### config.mk
export PLATFORM = sky130hd
export DESIGN_NAME = iir_ram
export DESIGN_NICKNAME = d
export VERILOG_FILES = /design/src/rtl/core/iir_ram.sv
export SDC_FILE = /design/constraint.sdc
export NUM_CORES = 1
export LEC_CHECK = 0
export BUFFER_PORTS_ARGS = -buffer_cell sky130_fd_sc_hd__buf_2
export CORE_MARGIN = 2
export CORE_UTILIZATION = 38
export DETAILED_ROUTE_END_ITERATION = 12
export PLACE_DENSITY = 0.64
export SLEW_MARGIN = 20
export SYNTH_ARGS = -nofsm -noshare
export SYNTH_HDL_FRONTEND = slang
export SYNTH_SLANG_ARGS = --single-unit
### constraint.sdc
create_clock -name clk -period 3.8 [get_ports clk]
set_input_delay 0.76 -clock clk [delete_from_list [all_inputs] [get_ports clk]]
set_output_delay 0.76 -clock clk [all_outputs]
set_load 0.01 [all_outputs]
### src/rtl/core/iir_ram.sv
module iir_ram #(
  parameter int Width = 32,
  parameter int Depth = 48
) (
  input  logic                     clk,
  input  logic                     we,
  input  logic [$clog2(Depth)-1:0] waddr,
  input  logic [Width-1:0]         wdata,
  input  logic [$clog2(Depth)-1:0] raddr,
  output logic [Width-1:0]         rdata
);

  logic [Width-1:0] mem [Depth];

  always_ff @(posedge clk) begin
    if (we) begin
      mem[waddr] <= wdata;
    end
    rdata <= mem[raddr];
  end

endmodule

Word level (Yosys, flattened, before mapping)
Memory sizes are Yosys's and may differ from the RTL's. A register that Yosys moved wholly into a read port is not among the register bits.
Cells that the tools add are included.
{"block": "totals", "mem_count": 1, "latch_bits": 0, "romBits": 0, "inputBits": 46, "out_inout_bits": 32, "register_bits": 0, "wordCells": 3, "ram_bits": 1536}
{"block": "classes", "eq_ne": 0, "mul": 0, "add_sub_neg": 0, "mux": 2, "reduce_logical": 0, "n_lt_le_gt_ge": 0, "bitwise_logic": 0, "shifts": 0, "n_div": 0}
{"memory": "mem", "words": 48, "width": 32, "rd": 1, "rd_clocked_by_memory_dff": 1, "write_ports": 1, "line": "13", "rtl": "logic [Width-1:0] mem [Depth];"}
{"operator": "$mux 1", "count": 2}

Longest topological paths before layout
{"block": "logic_depth", "word_depth": 2, "depth_mapped": 9, "mapped_depth_nobuf": 5}

Worst setup path before layout
Ideal clock, no wire load.
{"block": "synth_timing", "kind": "input to register", "startpoint": "input waddr[3]", "endpoint": "memory mem[18][0] (enable)", "path_buffers": 0, "arrival_time_ns": 3.450, "t_required_ns": 3.339, "path_stages": 3, "setup_ns": 0.461, "path_slack_ns": -0.111, "cell_sequence": "nor4bb_1 nand2_1 nor3_1"}
{"item": "from (decl)", "line": "7", "rtl": "input logic [$clog2(Depth)-1:0] waddr,"}
{"item": "to (decl)", "line": "13"}
No word-level cell before the write port.

==> summary.txt <==
Final layout
  – Area growth from synthesis to layout: 14.9%
  – Final core occ: 0.438
  – Layout cell share with drive strength beyond 1: 0.209
  – Final Net Count: 3168

Timing
  – Fraction of the cycle the final worst path needs: 0.648
  – Slew at the pin closest to its max-slew limit: between 1 and 1.5 ns
  – Worst-case clock skew: 0.0260 ns
  – Relative max-transition margin: 0.294
  – Total setup violations reported at the end of the flow: 0
  – Sum Neg Setup Slack: 0 ns
  – Achievable Freq: roughly 400 MHz
  – Count of final max-slew check failures: 0
  – Setup repair after global routing missed its margin: false
  – Total count of hold-check failures in the final report: 0
  – Time the final worst path needs with I/O delays and setup: 2.46 ns

CTS
  – Buffer count from post-CTS setup fixing: 0
  – Insertion delay of the later-clocked pin in the worst-skew pair: roughly 0.8 ns
  – CTS buffer count: 157
  – Quantity of hold-fixing buffers added after cts: 0
  – CTS tree: built
  – Clock net sink count: 1568
  – CTS H-Tree Depth: 4
  – Clock Tree Root: sky130_fd_sc_hd__clkbuf_16
  – Number of gates given a new drive strength after cts: 0
  – Max Root-Sink Buffers: 3
  – Clock-pin transition on the worst setup and hold timing paths: roughly 0.060 ns

Worst setup path
  – Setup crit start kind: primary input
  – Critical path data required time: ~4.4 ns
  – Start point of the critical path: raddr[1]
  – Reg-to-Reg End: rdata[8]
  – Chain of cells forming the critical path: buf_6, nor2_4, buf_12, a22o_1, a221oi_1, o22ai_1, o41ai_2
  – R2r setup slk: ~1.9 ns
  – Category of the most critical setup path: in2reg
  – Kind of end point of the critical path: flop
  – Maximum fanout count along the critical path: 34
  – Largest incremental delay on the critical path: around 0.50 ns
  – Reg2Reg Launch Point: mem[0][8]
  – Data arrival at the endpoint of the critical path: 3.09 ns
  – Standard cell with the maximum stage delay on the critical path: sky130_fd_sc_hd__o41ai_2
  – Length in cells of the worst reg-to-reg path: 5

Place
  – Buffers on Ports: 77
  – Final weighted congestion in routability-driven placement: between 0.7 and 0.8
  – Post-DP HPWL: about 84 mm

Die
  – DIE WIDTH: approximately 400 µm
  – Site row count: 146
  – Area of the core region: around 0.16 mm²
  – Number of top-level pins: 78
  – Initial Util: 0.381
  – Vertical die dimension: between 400 and 500 µm
  – Die area: ~0.16 mm²

Route
  – Detailed-route via count: between 30000 and 40000
  – Post-detailed-route wirelength per cell: around 29 µm
  – Antenna-violating nets left: 0
  – Initial detailed-routing violation count: 3520
  – Number of vias per cell: 5.65
  – Routed WL: between 150 and 200 mm
  – Count of unresolved DRC violations after routing: 0
  – Detailed-router iteration count before antenna repair: 5

Global route
  – Via count of the first global-routing pass: around 30000
  – Gr ovfl total: 0
  – Met1 Resource Use GR: 0.261
  – Pin count of the biggest net entering global routing: between 60 and 70
  – Overall Global Routing Usage: 0.188
  – Global Route met2 Usage: 0.309
  – Wire length of the first global-routing pass: around 220 mm
  – Initial antenna violation count: 6
  – GR Layer Usage met3: 0.0281
  – Most Crowded Layer GR: met2

Logic synthesis
  – Top FF cell, synth: sky130_fd_sc_hd__edfxtp_1
  – Library cells used by synthesis: 30
  – Share of synthesized flip-flops with an asynchronous set or reset: 0
  – Area fraction of the dominant cell type after synthesis: 0.767
  – Dominant cell type by area after synthesis: sky130_fd_sc_hd__edfxtp_1
  – Biggest area contributors in the synthesized netlist: sky130_fd_sc_hd__edfxtp_1, sky130_fd_sc_hd__mux2i_1, sky130_fd_sc_hd__mux4_2, sky130_fd_sc_hd__a22oi_1, sky130_fd_sc_hd__dfxtp_1
  – Gate Count Post-Synth: between 2000 and 3000
  – Number of flops mapped to enable cells by yosys: ~1500
  – FF+latch count, synth: about 1600
  – Net Count, Synth: approximately 3000
  – Avg Inst Size Synth: around 21 µm²
  – Proportion of synthesized chip area in sequential cells: 0.777
  – Number of warnings printed during yosys synthesis: 0
  – Dominant cell by count in the synthesized netlist: sky130_fd_sc_hd__edfxtp_1
  – Synth Cell Area: 0.0602 mm²
  – Most instantiated cells after synthesis: sky130_fd_sc_hd__edfxtp_1, sky130_fd_sc_hd__mux2i_1, sky130_fd_sc_hd__mux4_2

Hold path
  – End of the worst hold path: mem[34][24]
  – Classification of the worst-slack hold path: in2reg
  – Worst Hold Depth: 1
  – Startpoint of the worst hold path: wdata[24]

Power and ir drop
  – Leak: around 23 nW
  – Worst vdd ir: 346 µV
  – Total power density per cell area: just over 500 mW/mm²
  – Final Power: 35.7 mW

Status
  – Outcome: finished clean

Flow run
  – Number of maximum-capacitance constraint violations: 0
## where the power goes
group,internal (mW),switching [mW],leakage [nW]
logic,0.662,1.11,6.37
registers,19.1,0.0792,14.1
clock network,8.36,6.38,2.36
total,28.2,7.57,22.8
## flip-flops by register name, summed over array words and instances (netlist names)
register  count
mem        1536
rdata        32
## per-stage QoR
step                      instances  area, µm²  hold slack (ns)  setup slack (ns)
after floorplan                2912      60200            0.762             0.607
after global placement         5035      64200            0.793             0.528
after detailed placement       5035      64200            0.814             0.530
final                          5314      69100            0.598              1.34
after global routing           5313      69100            0.618              1.28
after CTS                      5313      69100            0.541              1.34
## per-layer routing
layer / up-vias / routed length (µm)
met5: - / 57
met4: 8 / 3080
met3: 212 / 10000
met2: 1161 / 75100
met1: 16076 / 64700
li1: 12592 / -
## worst max-delay path by stage
stage | end | slack [ns] | cells after the start
5_1_grt | rdata[8] | 1.28 | 7
2_1_floorplan | mem[13][0] | 0.61 | 3
4_1_cts | rdata[8] | 1.34 | 7
6_report | rdata[8] | 1.34 | 7
3_5_place_dp | rdata[8] | 0.53 | 7
3_3_place_gp | rdata[8] | 0.53 | 7
## layout make-up
type / instances / area [µm²]
well taps: 2072 / 2590
fillers: 13404 / 88700
multi-input cells: 1170 / 12800
flip-flops and latches: 1568 / 46800
clock inverters: 63 / 547
repair buffers: 225 / 2130
clock buffers: 215 / 4310
diodes: 1 / 2.50
## cell usage in the layout, fill, tap and decap left out, drive strengths merged, types with 5 or more instances in the layout
cell type	instances
nand2	39
nand2b	5
clkbuf	215
bufinv	6
edfxtp	1536
a221oi	64
o41ai	32
inv	8
clkinv	47
nor2	47
buf	225
mux2i	512
o22ai	32
a22o	64
dfxtp	32
a22oi	128
nand3	5
mux4	160
a21oi	64
nor2b	6
## critical path: cells and delay by family
kind,cells,cell delay (ns)
AOI/OAI and AO/OA,4,1.37
and+or+nand+nor,1,0.26
buffers and inverters,2,0.59
## cell families after synthesis
family                 Yosys count  share of synthesized area
multiplexers                   672                      0.145
AND/OR/NAND/NOR                114                    0.00826
flip-flops                    1568                      0.777
buffers and inverters          174                     0.0174
AO/OA/AOI/OAI                  384                     0.0519
Power figures use the tool's default switching activity.
