--- config.mk ---
export PLATFORM = sky130hd
export DESIGN_NAME = iir_div
export DESIGN_NICKNAME = d
export VERILOG_FILES = /design/src/rtl/core/iir_pkg.sv /design/src/rtl/core/iir_div.sv
export SDC_FILE = /design/constraint.sdc
export NUM_CORES = 1
export LEC_CHECK = 0
export BUFFER_PORTS_ARGS = -buffer_cell sky130_fd_sc_hd__buf_2
export CORE_ASPECT_RATIO = 0.5
export CORE_MARGIN = 3
export CORE_UTILIZATION = 49
export CTS_CLUSTER_SIZE = 25
export DETAILED_ROUTE_END_ITERATION = 16
export GPL_ROUTABILITY_DRIVEN = 0
export PLACE_DENSITY_LB_ADDON = 0.05
export REMOVE_ABC_BUFFERS = 1
export SYNTH_ARGS = -nofsm -noshare
export SYNTH_HDL_FRONTEND = slang
export SYNTH_SLANG_ARGS = --single-unit
--- constraint.sdc ---
create_clock -name clk -period 14.6 [get_ports clk]
set_clock_uncertainty 0.15 [all_clocks]
set_input_delay 2.92 -clock clk [delete_from_list [all_inputs] [get_ports clk]]
set_output_delay 2.92 -clock clk [all_outputs]
set_load 0.01 [all_outputs]
--- src/rtl/core/iir_pkg.sv ---
package iir_pkg;

  localparam int MaxOrder    = 2;
  localparam int MaxChannels = 16;
  localparam int SlotCount   = MaxOrder + 1;
  localparam int HistDepth   = SlotCount * MaxChannels;
  localparam int ChanW       = 4;
  localparam int SlotW       = 2;
  localparam int AddrW       = SlotW + ChanW;
  localparam int SampleW     = 32;
  localparam int CoefW       = 24;
  localparam int ProdW       = SampleW + CoefW;
  localparam int AccW        = 64;
  localparam int CfgIdxW     = 3;
  localparam int CfgDataW    = 24;
  localparam int OrderW      = 2;
  localparam int NchW        = 5;
  localparam int DivCntW     = 5;

  // register indexes on the configuration port
  localparam logic [CfgIdxW-1:0] RegOrder    = 3'd0;
  localparam logic [CfgIdxW-1:0] RegChannels = 3'd1;
  localparam logic [CfgIdxW-1:0] RegNum0     = 3'd2;
  localparam logic [CfgIdxW-1:0] RegNum1     = 3'd3;
  localparam logic [CfgIdxW-1:0] RegNum2     = 3'd4;
  localparam logic [CfgIdxW-1:0] RegDen0     = 3'd5;
  localparam logic [CfgIdxW-1:0] RegDen1     = 3'd6;
  localparam logic [CfgIdxW-1:0] RegDen2     = 3'd7;

  localparam logic signed [CoefW-1:0] CoefOne = 24'sd1048576;
  localparam logic [SampleW-1:0] SatPos = 32'h7FFF_FFFF;
  localparam logic [SampleW-1:0] SatNeg = 32'h8000_0000;

  typedef enum logic [2:0] {
    S_IDLE,
    S_MULX,
    S_RD,
    S_MULB,
    S_MULA,
    S_ACC,
    S_DIV,
    S_OUT
  } state_t;

  typedef struct packed {
    logic                 done;
    logic                 sat;
    logic [SampleW-1:0]   quotient;
  } div_res_t;

endpackage

--- src/rtl/core/iir_div.sv ---
module iir_div (
  input  logic                               clk,
  input  logic                               rst,
  input  logic                               start,
  input  logic signed [iir_pkg::AccW-1:0]    dividend,
  input  logic signed [iir_pkg::CoefW-1:0]   divisor,
  output iir_pkg::div_res_t                  res
);

  logic                         busy;
  logic                         done;
  logic [iir_pkg::DivCntW-1:0]  cnt;
  logic [iir_pkg::CoefW-1:0]    rem;
  logic [iir_pkg::AccW-1:0]     quo;
  logic [iir_pkg::CoefW-1:0]    dmag;
  logic                         neg;
  logic                         zero;
  logic                         acc_neg;

  logic [iir_pkg::CoefW-1:0]    rem_next;
  logic [iir_pkg::AccW-1:0]     quo_next;
  logic [iir_pkg::CoefW:0]      trial;
  logic                         over;

  // two restoring steps per cycle
  always_comb begin
    rem_next = rem;
    quo_next = quo;
    trial    = '0;
    for (int i = 0; i < 2; i++) begin
      trial = {rem_next, quo_next[iir_pkg::AccW-1]};
      if (trial >= {1'b0, dmag}) begin
        trial = trial - {1'b0, dmag};
        quo_next = {quo_next[iir_pkg::AccW-2:0], 1'b1};
      end else begin
        quo_next = {quo_next[iir_pkg::AccW-2:0], 1'b0};
      end
      rem_next = trial[iir_pkg::CoefW-1:0];
    end
  end

  always_ff @(posedge clk) begin
    if (rst) begin
      busy <= 1'b0;
      done <= 1'b0;
      cnt  <= '0;
    end else begin
      done <= 1'b0;
      if (start) begin
        busy <= (divisor != '0);
        done <= (divisor == '0);
        cnt  <= '0;
      end else if (busy) begin
        cnt <= cnt + 1'b1;
        if (cnt == '1) begin
          busy <= 1'b0;
          done <= 1'b1;
        end
      end
    end
  end

  always_ff @(posedge clk) begin
    if (start) begin
      rem     <= '0;
      quo     <= dividend[iir_pkg::AccW-1] ? (~dividend + 1'b1) : dividend;
      dmag    <= divisor[iir_pkg::CoefW-1] ? (~divisor + 1'b1) : divisor;
      neg     <= dividend[iir_pkg::AccW-1] ^ divisor[iir_pkg::CoefW-1];
      zero    <= (divisor == '0);
      acc_neg <= dividend[iir_pkg::AccW-1];
    end else if (busy) begin
      rem <= rem_next;
      quo <= quo_next;
    end
  end

  always_comb begin
    over = neg ? ((quo[iir_pkg::AccW-1:32] != '0) || (quo[31] && (quo[30:0] != '0)))
               : (quo[iir_pkg::AccW-1:31] != '0);
    res.done = done;
    if (zero) begin
      res.sat      = 1'b1;
      res.quotient = acc_neg ? iir_pkg::SatNeg : iir_pkg::SatPos;
    end else if (over) begin
      res.sat      = 1'b1;
      res.quotient = neg ? iir_pkg::SatNeg : iir_pkg::SatPos;
    end else begin
      res.sat      = 1'b0;
      res.quotient = neg ? (~quo[iir_pkg::SampleW-1:0] + 1'b1) : quo[iir_pkg::SampleW-1:0];
    end
  end

  property p_done_not_busy;
    @(posedge clk) disable iff (rst) done |-> !busy;
  endproperty
  a_done_not_busy: assert property (p_done_not_busy) else $error("divider done while busy");

  property p_start_idle;
    @(posedge clk) disable iff (rst) start |-> !busy;
  endproperty
  a_start_idle: assert property (p_start_idle) else $error("divider restarted while busy");

  property p_zero_done;
    @(posedge clk) disable iff (rst) (start && divisor == '0) |=> done;
  endproperty
  a_zero_done: assert property (p_zero_done) else $error("zero divisor not finished at once");

endmodule

After elaboration in Yosys (flattened, before gate mapping)
Index checks and enable logic that the tools add are counted. Widths: inputs -> output; s select.

Register bits: 122. Input port bits: 91. Output and inout port bits: 34. Logic and storage cells: 52.

$add $sub $neg: 6. Magnitude comparators: 2. Equality and inequality tests: 1. Mux-type cells: 20. Bitwise logic cells: 4. Reductions and logical operators: 9.

Operators with widths (number): $mux 64 (3); $mux 32 (3); $mux 33 (2); $add 64x1->64 const B (1); $not 64->64 (1); $ge 25x24->1 (2); $mux 24 (2); $sub 24x24->24 (2); $reduce_bool 33->1 (1); $add 32x1->32 const B (1); $not 32->32 (1); $reduce_bool 32->1 (1); $reduce_bool 31->1 (1); $add 24x1->24 const B (1); $logic_not 24->1 (1); $not 24->24 (1); $reduce_bool 24->1 (1); $mux 23 (1); $mux 1 (9); $add 5x1->5 const B (1); $eq 5x5->1 const B (1); $reduce_bool 2->1 (1); $reduce_or 2->1 (1); $logic_and 1x1->1 (1); 2 further kinds (2).

Logic depth before layout (Yosys ltp)
Gate-level depths: netlist (run 1).

Depth in word-level cells: 6. Depth in mapped cells: 24. Depth with buffers taken out: 21.

Worst setup path before layout (run 1)
OpenSTA, ideal clock, no wires.

Kind: flip-flop to output port. Start point: register quo[0] (netlist bit). End point: output port res[5] (netlist bit). Arrival: 2.919 ns. Data required time: 11.530 ns. Setup slack: 8.611 ns. Cell stages (with the launch flop): 14. Path buffers: 2. Path through: edfxtp_1 > inv_1 > ha_1 > or4b_1 > clkbuf_1 > nor2_1 > nand3_1 > or4_1 > o21ai_4 > nand2_1 > buf_2 > o21ai_0 > nand2_1 > a31oi_1.

RTL lines: start: declaration (RTL line iir_div.sv:14) `logic [iir_pkg::AccW-1:0] quo;`; start signal: assignment (RTL line iir_div.sv:66) `quo <= dividend[iir_pkg::AccW-1] ? (~dividend + 1'b1) : dividend;`; start signal: assignment (RTL line iir_div.sv:73) `quo <= quo_next;`; end: declaration (RTL line iir_div.sv:7) `output iir_pkg::div_res_t res`.

==> impl_results.md, run 1 <==
- Period utilization: 51.04%
- Min Hold Slack: 0.3605 ns
- Synth Flop Type: edfxtp_1
- CP max FO: 14
- Worst-Margin Slew: 1.175 ns
- Required time of the critical path: 11.53 ns
- Crit path arrival time: 4.38 ns
- H-tree levels: 4
- Area Overhead vs Synth: 13.24%
- Outcome: completed
- Finish-stage setup viols: 0
- Leading area contributor after synthesis: edfxtp_1
- Hold/Removal Path Class: reg -> reg
- FILL cells: 1894
- Routed Wire Length: 29520 µm
- Mapped Area: 10530 µm²
- Drt drc: 0
- Antenna-violating nets left: 0
- First-pass GRT wire length: 47210 µm
- Initial core utilization: 50.55%
- Post-synthesis cell count: 1250
- Placed cells: 1596
- Rel. slew slack: 21.68%
- Ys async rst share: 0%
- Post-route non-filler standard cell count: 1628
- Final Util: 57.24%
- Post-synthesis cell type count: 85
- Antenna violations before repair: 0
- MaxCap Viol Count: 0
- Share of cells above drive strength 1: 16.09%
- Die height: 109.7 µm
- RSZ-0062 raised after global routing: no
- Synthesized flop and latch total: 122
- Nets@finish: 1488
- GRT Overall Usage: 25.57%
- Worst-path clk slew: 0.06 ns
- Ant. Diodes: 0
- Row count: 37
- Peak VDD IR: 0.0001059 V
- DR iter-0 viols: 857
- WL per Instance: 18.14 µm
- Largest net degree at the start of global routing: 92
- Ports: 125
- CTS tree: done
- Fmax: 134.2 MHz
- Fin. Hold Viols: 0
- # clock sinks: 122
- Vias in the first global route: 9312
- Crit path kind: reg -> out
- Overall Power: 2.013 mW
- Root buffer cell: clkbuf_16
- Final setup TNS: 0 ns
- Crit end category: output pin
- Clock buffer count from CTS: 17
- CTS Hold Bufs: 0
- Sequential cell area fraction in the yosys report: 31.84%
- Static Leak: 4.730 nW
- EDFF count, synth: 91
- Post-CTS sizing: 0
- Synthesized area per cell: 8.425 µm²
- Setup slack, reg-to-reg: 7.40 ns
- Port Buffers: 124
- Most frequent cell after synthesis: nor2_1
- CORE AREA: 20830 µm²
- Share of the synthesized area in the top cell type: 25.95%
- Die Footprint: 23390 µm²
- Post-CTS setup buffers: 0
- Period minus WS final: 7.451 ns
- Yosys warning count: 0
- Clock Latency Late Sink: 0.43 ns
- Total area of sequential cells: 3353 µm²
- CP Launch Type: flip-flop
- Die W: 213.3 µm
- Via/cell ratio: 6.014
- Bufs on Longest Clock Path: 2
- Aggregate global routing overflow: 0
- DP HPWL: 21600 µm
- Drt pass-1 iters: 5
- PD cells: 168.8 nW/µm²
- Top post-synthesis cells by area: edfxtp_1, ha_1, xor2_1
- Multi-input gate area: 6734 µm²
- DR vias: 9790
- Slew Viols, Final: 0
- Top cells by count, synth: nor2_1, a21oi_1, nand2_1
## kinds of logic (layout without fill, tap and decap cells)
family / Yosys count / after routing / share of synthesized area, %
simple gates: 436 / 436 / 20.38
compound gates: 357 / 357 / 22.32
xor+xnor: 136 / 136 / 11.31
flops: 122 / 122 / 31.84
buf+inv: 113 / 218 / 4.241
fa+ha+maj: 55 / 55 / 6.677
mux: 31 / 31 / 3.232
## layout by cell type (no fill, tap or decap), drive strengths merged, types with 7 or more instances in the layout
| cell | count |
|---|---|
| mux2i | 7 |
| mux2 | 24 |
| or3 | 20 |
| or4 | 16 |
| and3 | 7 |
| o211ai | 11 |
| nor3 | 42 |
| nand2 | 120 |
| nor2b | 7 |
| nand3 | 29 |
| dfxtp | 31 |
| a311oi | 14 |
| xnor2 | 64 |
| o21ai | 64 |
| nor4 | 20 |
| o41ai | 15 |
| buf | 130 |
| inv | 60 |
| o21a | 13 |
| a21oi | 124 |
| nor2 | 129 |
| edfxtp | 91 |
| a31oi | 10 |
| a21o | 21 |
| nand2b | 8 |
| ha | 53 |
| nand4 | 13 |
| xor2 | 72 |
| clkbuf | 17 |
| a211oi | 10 |
| o31ai | 31 |
## flip-flops by register name, indices dropped and copies added (netlist names)
register / flops
rem: 24
done: 1
acc_neg: 1
quo: 64
neg: 1
dmag: 24
zero: 1
busy: 1
cnt: 5
## worst paths after layout
path | end | cells past startpoint | start
setup / recovery | res[30] | 12 | quo[0]$_DFFE_PP_
hold reg to reg | rem[5]$_SDFFE_PP0P_ | 2 | rem[5]$_SDFFE_PP0P_
setup reg to reg | rem[19]$_SDFFE_PP0P_ | 19 | dmag[10]$_DFFE_PP_
hold / removal | rem[5]$_SDFFE_PP0P_ | 2 | rem[5]$_SDFFE_PP0P_
## routing by layer
metal	up-vias	global-route usage, %	wire length, µm	part of all wire, %
met4	0	7.489	473	1.6
met3	44	5.559	1603	5.4
met2	275	40.91	13510	46
met5	-	0	0	0
li1	4819	-	-	-
met1	4652	35.06	13940	47
## metrics by stage
step	setup WS, ns	cell area (µm²)
after detailed placement	7.491	11310
after global placement	7.703	11310
after global routing	6.828	11930
after floorplan	8.522	10290
after CTS	7.189	11930
final	7.149	11930
## power breakdown
group	switching, mW	internal (mW)
Sequential	0.0476	0.434
Combinational	0.647	0.432
Clock	0.181	0.272
## area by class of cell
class	instances	share of cell area, %
inverters	56	1.763
clock buffers	17	3.567
well taps	273	2.864
repair buffers	130	5.634
multi-input cells	1015	56.47
flip-flops and latches	122	28.12
clock inverters	15	1.584
## critical path, stage by stage (launching register included)
cell	delay, ns
edfxtp_1	0.47
inv_1	0.10
ha_1	0.22
or4b_1	0.59
nor2_1	0.14
nand3_1	0.12
or4_1	0.50
o21ai_4	0.31
nand2_1	0.38
nand2_1	0.60
nand2_1	0.10
a21oi_1	0.23
buf_2	0.18
Power figures use the tool's default switching activity.
==> run 2: changes to the inputs <==
- clock period: 14.6 -> 7.8 ns (I/O delays scaled with it)
==> impl_results.md, run 2 (synthesis results as in run 1) <==
- Outcome: completed (unchanged)
- Final Util: 57.48% (was 57.24%)
- CTS Hold Bufs: 0 (unchanged)
- Antenna-violating nets left: 0 (unchanged)
- Largest registers: quo: 64 flops, dmag: 24 flops, rem: 24 flops (unchanged)
- PD cells: 316.5 nW/µm² (was 168.8 nW/µm²)
- Peak VDD IR: 0.0001621 V (was 0.0001059 V)
- Post-CTS sizing: 0 (unchanged)
- Post-CTS setup buffers: 0 (unchanged)
- Finish-stage setup viols: 0 (unchanged)
- Aggregate global routing overflow: 0 (unchanged)
- Leading cell type in the layout, fill and taps excluded: nor2_1 (unchanged)
- Most frequent cells in the layout: nor2_1, a21oi_1, buf_2 (unchanged)
- Bufs on Longest Clock Path: 2 (unchanged)
- DP HPWL: 22100 µm (was 21600 µm)
- Port Buffers: 124 (unchanged)
- Largest net degree at the start of global routing: 81 (was 92)
- Routed Wire Length: 29720 µm (was 29520 µm)
- Largest Register: quo (unchanged)
- Period utilization: 81.26%
- Initial core utilization: 50.55% (unchanged)
- Critical-path cell list: inv_1 -> ha_1 -> a211oi_1 -> nor2_1 -> o41ai_2 -> nand3_1 -> o2111ai_2 -> nand2_1 -> buf_4 -> a21oi_1 -> ha_1 -> nor2b_1 -> o31a_1 -> o221a_1 -> o311ai_1 -> a21oi_1 -> o21a_1 -> or4_1 -> o41ai_2 -> a31o_1 (was inv_1 -> ha_1 -> or4b_1 -> nor2_1 -> nand3_1 -> or4_1 -> o21ai_4 -> nand2_1 -> nand2_1 -> nand2_1 -> a21oi_1 -> buf_2)
- Ant. Diodes: 0 (unchanged)
- Drt drc: 0 (unchanged)
- DR vias: 9776 (was 9790)
- Via/cell ratio: 5.994 (was 6.014)
- Critical path origin: dmag[10]$_DFFE_PP_ (was quo[0]$_DFFE_PP_)
- CTS tree: done (unchanged)
- Rel. slew slack: 22.96% (was 21.68%)
- DR iter-0 viols: 710 (was 857)
- Flip-flop count of the largest register after layout: 64 (unchanged)
- FILL cells: 1908 (was 1894)
- Crit path kind: reg -> reg (was reg -> out)
- Hold/Removal Path Class: reg -> reg (unchanged)
- Share of cells above drive strength 1: 16.27% (was 16.09%)
- Die height: 109.7 µm (unchanged)
- Crit-path max cell delay: 1.00 ns (was 0.60 ns)
- Drt pass-1 iters: 8 (was 5)
- # clock sinks: 122 (unchanged)
- Required time of the critical path: 8.02 ns (was 11.53 ns)
- Vias in the first global route: 9176 (was 9312)
- Row count: 37 (unchanged)
- Root buffer cell: clkbuf_16 (unchanged)
- RSZ-0062 raised after global routing: no (unchanged)
- H-tree levels: 4 (unchanged)
- Die W: 213.3 µm (unchanged)
- MaxCap Viol Count: 0 (unchanged)
- Setup slack, reg-to-reg: 1.46 ns (was 7.40 ns)
- CP Depth: 20 (was 12)
- Worst-Margin Slew: 1.156 ns (was 1.175 ns)
- Nets@finish: 1491 (was 1488)
- Die Footprint: 23390 µm² (unchanged)
- Antenna violations before repair: 0 (unchanged)
- CORE AREA: 20830 µm² (unchanged)
- Fin. Hold Viols: 0 (unchanged)
- Crit end category: flip-flop (was output pin)
- Clock buffer count from CTS: 17 (unchanged)
- Fmax: 157.8 MHz
- First-pass GRT wire length: 47500 µm (was 47210 µm)
- Static Leak: 4.756 nW (was 4.730 nW)
- CP max FO: 24 (was 14)
- Top delay family on crit path: compound AO/OA/AOI/OAI gates (was simple AND/OR/NAND/NOR gates)
- GRT Overall Usage: 25.56% (was 25.57%)
- Min-delay src: rem[18]$_SDFFE_PP0P_ (was rem[5]$_SDFFE_PP0P_)
- Period minus WS final: 6.338 ns
- RR Endpoint: rem[22]$_SDFFE_PP0P_ (was rem[19]$_SDFFE_PP0P_)
- FF-to-FF Start: dmag[10]$_DFFE_PP_ (unchanged)
- WHS Path Cells: 2 (unchanged)
- CP Launch Type: flip-flop (unchanged)
- Clock Latency Late Sink: 0.42 ns (was 0.43 ns)
- Ports: 125 (unchanged)
- R2R cell count: 20 (was 19)
- Final setup TNS: 0 ns (unchanged)
- Worst Path Buf+Inv: 2 (unchanged)
- Worst-path clk slew: 0.06 ns (about the same)
- Slew Viols, Final: 0 (unchanged)
- Hold Path End: rem[18]$_SDFFE_PP0P_ (was rem[5]$_SDFFE_PP0P_)
- WL per Instance: 18.22 µm (was 18.14 µm)
- Crit path arrival time: 6.55 ns (was 4.38 ns)
- Crit-path slowest cell: or4_1 (was nand2_1)
- Area Overhead vs Synth: 13.71% (was 13.24%)
==> run 2: changes by cell type in the layout (fill, tap and decap cells not counted) <==
cell | previous run | this run
inv_6 | 3 | 2
clkinv_2 | 2 | 0
clkinvlp_4 | 3 | 2
inv_8 | 2 | 1
bufinv_16 | 3 | 4
buf_4 | 6 | 9
clkinv_4 | 2 | 6
==> run 2: tightest hold or removal path, cell delays in order, from the launching register on <==
cell,delay (ns)
dfxtp_1,0.33
nor2_1,0.08
a311oi_1,0.05
==> run 2: metrics by stage <==
step	setup WS (ns)	power [mW]	cells	area, µm²	hold slack, ns
3_3_place_gp	1.725	2.865	1599	11330	0.3381
3_5_place_dp	1.574	2.888	1599	11330	0.3499
6_report	1.462	3.791	1631	11980	0.3558
5_1_grt	1.033	4.044	1631	11980	0.3819
4_1_cts	1.552	3.769	1631	11980	0.3584
2_1_floorplan	1.843	2.354	1193	10290	0.3155
==> run 2: cell type report <==
cell class | count | area (µm²) | area share [%]
Clock buffer | 17 | 425.4 | 3.552
Timing Repair Buffer | 133 | 694.4 | 5.799
Tap cell | 273 | 341.6 | 2.852
Inverter | 56 | 210.2 | 1.755
Sequential cell | 122 | 3353 | 28.00
Multi-Input combinational cell | 1015 | 6734 | 56.23
Clock inverter | 15 | 216.5 | 1.808
==> run 2: worst max path at each step <==
stage / to / slack, ns
3_5_place_dp: rem[22]$_SDFFE_PP0P_ / 1.57
3_3_place_gp: rem[19]$_SDFFE_PP0P_ / 1.72
6_report: rem[22]$_SDFFE_PP0P_ / 1.46
5_1_grt: rem[23]$_SDFFE_PP0P_ / 1.03
4_1_cts: rem[22]$_SDFFE_PP0P_ / 1.55
2_1_floorplan: rem[1]$_SDFFE_PP0P_ / 1.84
==> run 2: routing by layer <==
layer	GRT usage, %	wire length [µm]	vias to the layer above
met4	6.406	390	0
met3	4.162	1739	29
met2	40.84	13510	310
li1	-	-	4820
met1	36.38	14080	4617
met5	0	0	-
==> run 2: where the power goes <==
| group | switching, mW | leakage, nW | total (mW) | internal [mW] |
|---|---|---|---|---|
| Combinational | 1.20 | 3.30 | 2.02 | 0.821 |
| Clock | 0.324 | 0.306 | 0.865 | 0.541 |
| Sequential | 0.0909 | 1.15 | 0.904 | 0.813 |
| Total | 1.61 | 4.76 | 3.79 | 2.18 |
